File: config.mk
export PLATFORM = sky130hd
export DESIGN_NAME = imsi_tbcd_packet_decoder
export DESIGN_NICKNAME = d
export VERILOG_FILES = /design/src/rtl/core/imsi_tbcd_pkg.sv /design/src/rtl/core/imsi_tbcd_packet_decoder.sv /design/src/rtl/core/imsi_tbcd_collect.sv
export VERILOG_INCLUDE_DIRS = /design/src /design/src/rtl/core
export SDC_FILE = /design/constraint.sdc
export NUM_CORES = 1
export LEC_CHECK = 0
export ABC_AREA = 1
export BUFFER_PORTS_ARGS = -buffer_cell sky130_fd_sc_hd__buf_2
export CORE_ASPECT_RATIO = 0.6
export CORE_MARGIN = 10
export CORE_UTILIZATION = 50
export DETAILED_ROUTE_END_ITERATION = 10
export PLACE_DENSITY = 0.69
export SYNTH_ARGS = -nofsm -noshare
export SYNTH_HDL_FRONTEND = slang
export SYNTH_SLANG_ARGS = --single-unit
File: constraint.sdc
create_clock -name aclk -period 7.56 [get_ports aclk]
set_clock_uncertainty 0.15 [all_clocks]
set_input_delay 1.134 -clock aclk [delete_from_list [all_inputs] [get_ports aclk]]
set_output_delay 1.134 -clock aclk [all_outputs]
set_load 0.02 [all_outputs]
File: src/rtl/core/imsi_tbcd_packet_decoder_defines.svh
// assertion macros for the imsi tbcd packet decoder
`ifndef IMSI_TBCD_PACKET_DECODER_DEFINES_SVH
`define IMSI_TBCD_PACKET_DECODER_DEFINES_SVH

// same-cycle implication, held off while reset is low
`define IMSI_ASSERT_IMPLY(label, clk, rstn, ante, cons) \
    label: assert property (@(posedge clk) disable iff (!(rstn)) (ante) |-> (cons)) \
        else $error("imsi tbcd decoder: same-cycle check failed");

// next-cycle implication, held off while reset is low
`define IMSI_ASSERT_NEXT(label, clk, rstn, ante, cons) \
    label: assert property (@(posedge clk) disable iff (!(rstn)) (ante) |=> (cons)) \
        else $error("imsi tbcd decoder: next-cycle check failed");

`endif

File: src/rtl/core/imsi_tbcd_pkg.sv
// shared types and constants for the imsi tbcd packet decoder
package imsi_tbcd_pkg;

    localparam int DEF_HEADER_BYTES     = 4;
    localparam int DEF_IMSI_DIGITS      = 15;
    localparam int DEF_MIN_PACKET_BYTES = 8;

    localparam int IMSI_W = 60;
    localparam int POS_W  = 4;

    localparam logic [3:0]       NIBBLE_FILLER = 4'hF;
    localparam logic [3:0]       MAX_DIGIT     = 4'd9;
    localparam logic [POS_W-1:0] POS_MAX       = 4'd15;

    typedef enum logic [1:0] {
        STATUS_OK        = 2'd0,
        STATUS_SHORT     = 2'd1,
        STATUS_BAD_DIGIT = 2'd2,
        STATUS_BAD_COUNT = 2'd3
    } status_t;

    typedef struct packed {
        logic [7:0] data_byte;
        logic       last_byte;
    } in_item_t;

    typedef struct packed {
        logic [IMSI_W-1:0] imsi_digits;
        status_t           status;
    } out_item_t;

endpackage

File: src/rtl/core/imsi_tbcd_packet_decoder.sv
// a request byte is taken into the input register; the result of a final byte then goes to the result register
// throughput: one byte per cycle; a final byte waits in the input register
// only while the result register holds an untaken result
// reset: aresetn synchronous active low, clears the input and result
// valid flags and the per-packet position, count, store and error state
`include "imsi_tbcd_packet_decoder_defines.svh"

module imsi_tbcd_packet_decoder #(
    parameter int HEADER_BYTES     = imsi_tbcd_pkg::DEF_HEADER_BYTES,
    parameter int IMSI_DIGITS      = imsi_tbcd_pkg::DEF_IMSI_DIGITS,
    parameter int MIN_PACKET_BYTES = imsi_tbcd_pkg::DEF_MIN_PACKET_BYTES
) (
    input  logic                      aclk,
    input  logic                      aresetn,
    input  logic                      s_valid,
    output logic                      s_ready,
    input  imsi_tbcd_pkg::in_item_t   s_item,
    output logic                      m_valid,
    input  logic                      m_ready,
    output imsi_tbcd_pkg::out_item_t  m_item
);

    logic                      stage_valid_reg;
    imsi_tbcd_pkg::in_item_t   stage_item_reg;
    logic                      m_valid_reg;
    imsi_tbcd_pkg::out_item_t  m_item_reg;
    imsi_tbcd_pkg::out_item_t  result;
    logic                      stage_adv;

    // only a final byte needs room in the result register
    assign stage_adv = stage_valid_reg &&
                       (!stage_item_reg.last_byte || !m_valid_reg || m_ready);
    assign s_ready   = !stage_valid_reg || stage_adv;
    assign m_valid   = m_valid_reg;
    assign m_item    = m_item_reg;

    imsi_tbcd_collect #(
        .HEADER_BYTES     (HEADER_BYTES),
        .IMSI_DIGITS      (IMSI_DIGITS),
        .MIN_PACKET_BYTES (MIN_PACKET_BYTES)
    ) u_collect (
        .aclk    (aclk),
        .aresetn (aresetn),
        .step    (stage_adv),
        .item    (stage_item_reg),
        .result  (result)
    );

    always_ff @(posedge aclk) begin
        if (!aresetn) begin
            stage_valid_reg <= 1'b0;
            m_valid_reg     <= 1'b0;
        end else begin
            if (s_valid && s_ready) begin
                stage_valid_reg <= 1'b1;
            end else if (stage_adv) begin
                stage_valid_reg <= 1'b0;
            end
            if (stage_adv && stage_item_reg.last_byte) begin
                m_valid_reg <= 1'b1;
            end else if (m_ready) begin
                m_valid_reg <= 1'b0;
            end
        end
    end

    always_ff @(posedge aclk) begin
        if (s_valid && s_ready) begin
            stage_item_reg <= s_item;
        end
        if (stage_adv && stage_item_reg.last_byte) begin
            m_item_reg <= result;
        end
    end

    `IMSI_ASSERT_IMPLY(a_digits_zero_on_reject, aclk, aresetn,
        m_valid_reg && m_item_reg.status != imsi_tbcd_pkg::STATUS_OK,
        m_item_reg.imsi_digits == '0)
    `IMSI_ASSERT_NEXT(a_stage_holds_on_stall, aclk, aresetn,
        stage_valid_reg && !stage_adv,
        stage_valid_reg && $stable(stage_item_reg))
    `IMSI_ASSERT_NEXT(a_no_result_midpacket, aclk, aresetn,
        stage_adv && !stage_item_reg.last_byte && (!m_valid_reg || m_ready),
        !m_valid_reg)

endmodule

File: src/rtl/core/imsi_tbcd_collect.sv
// per-packet digit collection state and result formation for one byte
module imsi_tbcd_collect #(
    parameter int HEADER_BYTES     = imsi_tbcd_pkg::DEF_HEADER_BYTES,
    parameter int IMSI_DIGITS      = imsi_tbcd_pkg::DEF_IMSI_DIGITS,
    parameter int MIN_PACKET_BYTES = imsi_tbcd_pkg::DEF_MIN_PACKET_BYTES
) (
    input  logic                    aclk,
    input  logic                    aresetn,
    input  logic                    step,
    input  imsi_tbcd_pkg::in_item_t item,
    output imsi_tbcd_pkg::out_item_t result
);

    localparam int STORE_W = 4 * IMSI_DIGITS;
    localparam int CNT_W   = $clog2(IMSI_DIGITS + 1);
    localparam int POS_W   = imsi_tbcd_pkg::POS_W;

    localparam logic [POS_W-1:0] HEADER_C = POS_W'(HEADER_BYTES);
    localparam logic [POS_W-1:0] MIN_C    = POS_W'(MIN_PACKET_BYTES);
    localparam logic [CNT_W:0]   DIGITS_C = (CNT_W + 1)'(IMSI_DIGITS);

    logic [POS_W-1:0]   pos_reg,   pos_next;
    logic [CNT_W-1:0]   cnt_reg,   cnt_next;
    logic [STORE_W-1:0] store_reg, store_next;
    logic               err_reg,   err_next;

    logic [3:0]         lo_nib;
    logic [3:0]         hi_nib;
    logic [CNT_W:0]     cnt_lo;
    logic [STORE_W-1:0] store_lo;
    logic               blocked;

    assign lo_nib   = item.data_byte[3:0];
    assign hi_nib   = item.data_byte[7:4];
    assign cnt_lo   = {1'b0, cnt_reg} + (CNT_W + 1)'(1);
    assign store_lo = STORE_W'({store_reg, lo_nib});
    assign blocked  = err_reg || ({1'b0, cnt_reg} >= DIGITS_C);

    always_comb begin
        cnt_next   = cnt_reg;
        store_next = store_reg;
        err_next   = err_reg;
        pos_next   = (pos_reg == imsi_tbcd_pkg::POS_MAX) ? pos_reg : pos_reg + POS_W'(1);

        if (pos_reg >= HEADER_C && !blocked) begin
            if (lo_nib > imsi_tbcd_pkg::MAX_DIGIT) begin
                err_next = 1'b1;
            end else begin
                store_next = store_lo;
                cnt_next   = cnt_lo[CNT_W-1:0];
                // high nibble is dropped once the count is full or as final filler
                if (cnt_lo >= DIGITS_C) begin
                    cnt_next = cnt_lo[CNT_W-1:0];
                end else if (hi_nib == imsi_tbcd_pkg::NIBBLE_FILLER && item.last_byte) begin
                    cnt_next = cnt_lo[CNT_W-1:0];
                end else if (hi_nib > imsi_tbcd_pkg::MAX_DIGIT) begin
                    err_next = 1'b1;
                end else begin
                    store_next = STORE_W'({store_lo, hi_nib});
                    cnt_next   = cnt_reg + CNT_W'(2);
                end
            end
        end
    end

    always_comb begin
        result.imsi_digits = '0;
        if (pos_next < MIN_C) begin
            result.status = imsi_tbcd_pkg::STATUS_SHORT;
        end else if (err_next) begin
            result.status = imsi_tbcd_pkg::STATUS_BAD_DIGIT;
        end else if ({1'b0, cnt_next} != DIGITS_C) begin
            result.status = imsi_tbcd_pkg::STATUS_BAD_COUNT;
        end else begin
            result.status      = imsi_tbcd_pkg::STATUS_OK;
            result.imsi_digits = imsi_tbcd_pkg::IMSI_W'(store_next);
        end
    end

    always_ff @(posedge aclk) begin
        if (!aresetn) begin
            pos_reg   <= '0;
            cnt_reg   <= '0;
            store_reg <= '0;
            err_reg   <= 1'b0;
        end else if (step) begin
            if (item.last_byte) begin
                pos_reg   <= '0;
                cnt_reg   <= '0;
                store_reg <= '0;
                err_reg   <= 1'b0;
            end else begin
                pos_reg   <= pos_next;
                cnt_reg   <= cnt_next;
                store_reg <= store_next;
                err_reg   <= err_next;
            end
        end
    end

endmodule

==> impl_metrics.csv <==
group,metric,value,unit
die,row_count,33,
critical_path,r2r_end,"m_item[20]",
cts,h-tree-depth,4,
global_routing,grt_pass1_wl,26.5,mm
sta,slew_headroom,0.246,
die,start_util,0.511,
finish,antennaDiodeCount,0,
critical_path,cp-end-kind,"flip-flop",
sta,finalSetupViolations,0,
min_path,hold_class,"reg2reg",
synth,syn_inst,858,
global_routing,grt.overflow.total,0,
placement,place_area,7390,um^2
cts,clk_latency,420,ps
pwr,p_leak,3.05,nW
critical_path,r2r_cells,14,
sta,worst_pin_slew,1130,ps
cts,root_buffer,"clkbuf_16",
route,wl,16.2,mm
placement,io_buffers,76,
critical_path,startpoint_type,"flip-flop",
cts,cts_made_buffers,17,
sta,finalHoldViolCount,0,
synth,post_synth_num_cell_types,30,
placement,dp_hpwl,10.2,mm
critical_path,cp.required,7650,ps
die,coreArea,13700,um^2
global_routing,grt_util_all_layers,0.164,
synth,ys_seq_area_frac,0.509,
sta,rsz0062_at_grt,"false",
run,drv_cap,0,
finish,largest_register_ffs,62,
sta,period_minus_slack,4040,ps
synth,ys_warn_count,0,
critical_path,reg2reg_slack,3520,ps
die,io_pins,77,
global_routing,grt_max_degree,104,
sta,fin_setup_tns,0,ps
min_path,worstHoldPathCells,2,
critical_path,arrival,4130,ps
sta,report.final.slew_viol_count,0,
route,vias,5760,
critical_path,path_class,"reg2reg",
placement,gp_congestion,0.851,
cts,cts_setup_buffers,0,
route,antenna_left,0,
finish,fin_nets,924,
status,status,"finished clean",
critical_path,cp_max_fo,103,
synth,synth_fp_nets,875,
cts,post_cts_resized,0,
die,die_w,173,um
die,die_h,112,um
cts,cts_tree,"built",
min_path,hold_start,"u_collect.store_reg[51]",
route,viasPerCell,5.18,
synth,synth_area,6980,um^2
cts,clk_pin_slew,60,ps
sta,max_freq,247,MHz
route,first_pass_iters,5,
global_routing,antenna_found_initial,0,
route,drt_iter0_drc,686,
cts,cts.sinks,142,
sta,period_share,0.534,
cts,cts_max_path_buffers,2,
sta,whs,318,ps
pwr,max-vdd-ir-drop,0.131,mV
pwr,power.density,217,nW/um^2
synth,synth_seq_cells,142,
finish,drive_above_1_share,0.220,
die,die_area,19200,um^2
finish,syn2layout_area_growth,14.5,%
critical_path,r2r-start,"u_collect.cnt_reg[0]",
route,wl_per_cell,14.6,um
route,drc,0,
min_path,min_to,"u_collect.store_reg[51]",
global_routing,grt_pass1_vias,5258,
cts,cts_hold_buf,0,
finish,final_util,0.585,
finish,postLayoutCellArea,7990,um^2
synth,avgSynthCellArea,8.13,um^2
-- cell families after synthesis --
group,after synthesis,share of synthesized area
adder cells (fa/ha/maj),4,0.00717
flip-flops,142,0.509
buffers and inverters,127,0.0775
AO/OA/AOI/OAI,195,0.145
AND/OR/NAND/NOR,390,0.261
-- worst max-delay path, cell delays in order (launching register included) --
cell and delay (ps):
dfxtp_1 460, inv_1 110, ha_1 340, nor2_1 100
nor2_1 40, nor2_1 160, nand2_4 90, nand3_2 60
buf_4 680, nand3_1 170, nand2_2 140, nand2_2 80
nor2_4 140, nand3_4 790, nor2_2 340
-- layout by cell type, fill, tap and decap left out, drive strengths merged --
cell        n
o211ai      7
ha          4
bufinv      3
nor2       80
buf        82
inv        74
or2        12
clkinv      7
edfxtp     71
a211oi      2
clkbuf     20
o21ai      61
nand2     222
clkinvlp    2
dfxtp      71
o221a       1
nand4       1
a21boi      1
nand3      73
a21oi     123
nor3        2
-- stage by stage --
step           total power, mW  worst slack [ps]  std cells
3_3_place_gp             0.901              3650       1080
2_1_floorplan            0.881              4180        858
4_1_cts                   1.75              3480       1111
6_report                  1.73              3520       1111
3_5_place_dp             0.901              3530       1080
5_1_grt                   1.79              3080       1111
-- worst max path at each step --
stage | cells past startpoint | start | slack, ps | end
global route | 14 | u_collect.cnt_reg[0] | 3080 | m_item[20]
floorplan | 6 | m_ready | 4180 | u_collect.pos_reg[2]
CTS | 14 | u_collect.cnt_reg[0] | 3480 | m_item[20]
detailed placement | 14 | u_collect.cnt_reg[0] | 3530 | m_item[40]
global placement | 14 | u_collect.cnt_reg[0] | 3650 | m_item[47]
finish | 14 | u_collect.cnt_reg[0] | 3520 | m_item[20]
-- power by group --
group	switching, mW	internal, mW	total (mW)
clock	0.318	0.532	0.850
combinational	0.0520	0.0130	0.0650
sequential	0.00393	0.815	0.819
-- cell type report --
type,instances,area [um^2]
clock buffers,20,457
clock inverters,11,140
fillers,1217,5680
inverters,75,282
multi-input cells,589,2890
flip-flops and latches,142,3550
well taps,192,240
repair buffers,82,425
-- per-layer routing --
metal  track usage  part of all wire  routed length [um]  up-vias
met5             0                 0                   0        -
met4        0.0554             0.012                 195        0
met3        0.0388             0.060                 972       13
met2         0.227              0.41                6690      160
met1         0.243              0.52                8360     2653
li1              -                 -                   -     2934
-- synth_stat cells --
| cell type | number | area (um^2) |
|---|---|---|
| nor3_1 | 2 | 10.0 |
| o21ai_0 | 60 | 300 |
| a21oi_1 | 122 | 611 |
| nand2_2 | 5 | 31.3 |
| nor2_2 | 61 | 382 |
| buf_6 | 6 | 67.6 |
| o211ai_1 | 7 | 52.6 |
| nor2_4 | 3 | 33.8 |
| o21ai_1 | 1 | 5.00 |
| nand3_2 | 1 | 10.0 |
| nand3_4 | 2 | 35.0 |
| inv_2 | 2 | 7.51 |
| buf_2 | 9 | 45.0 |
| a211oi_1 | 2 | 15.0 |
| a21oi_2 | 1 | 8.76 |
| a21boi_0 | 1 | 7.51 |
| ha_1 | 4 | 50.1 |
| nand3_1 | 70 | 350 |
| nor2_1 | 16 | 60.1 |
| inv_1 | 73 | 274 |
| edfxtp_1 | 71 | 2130 |
| nand2_4 | 2 | 22.5 |
| buf_4 | 2 | 15.0 |
| dfxtp_1 | 71 | 1420 |
| or2_2 | 12 | 75.1 |
| buf_1 | 6 | 22.5 |
| clkbuf_1 | 29 | 109 |
| o221a_2 | 1 | 11.3 |
| nand2_1 | 215 | 807 |
| nand4_1 | 1 | 6.26 |
(Power assumes the default switching activity.)
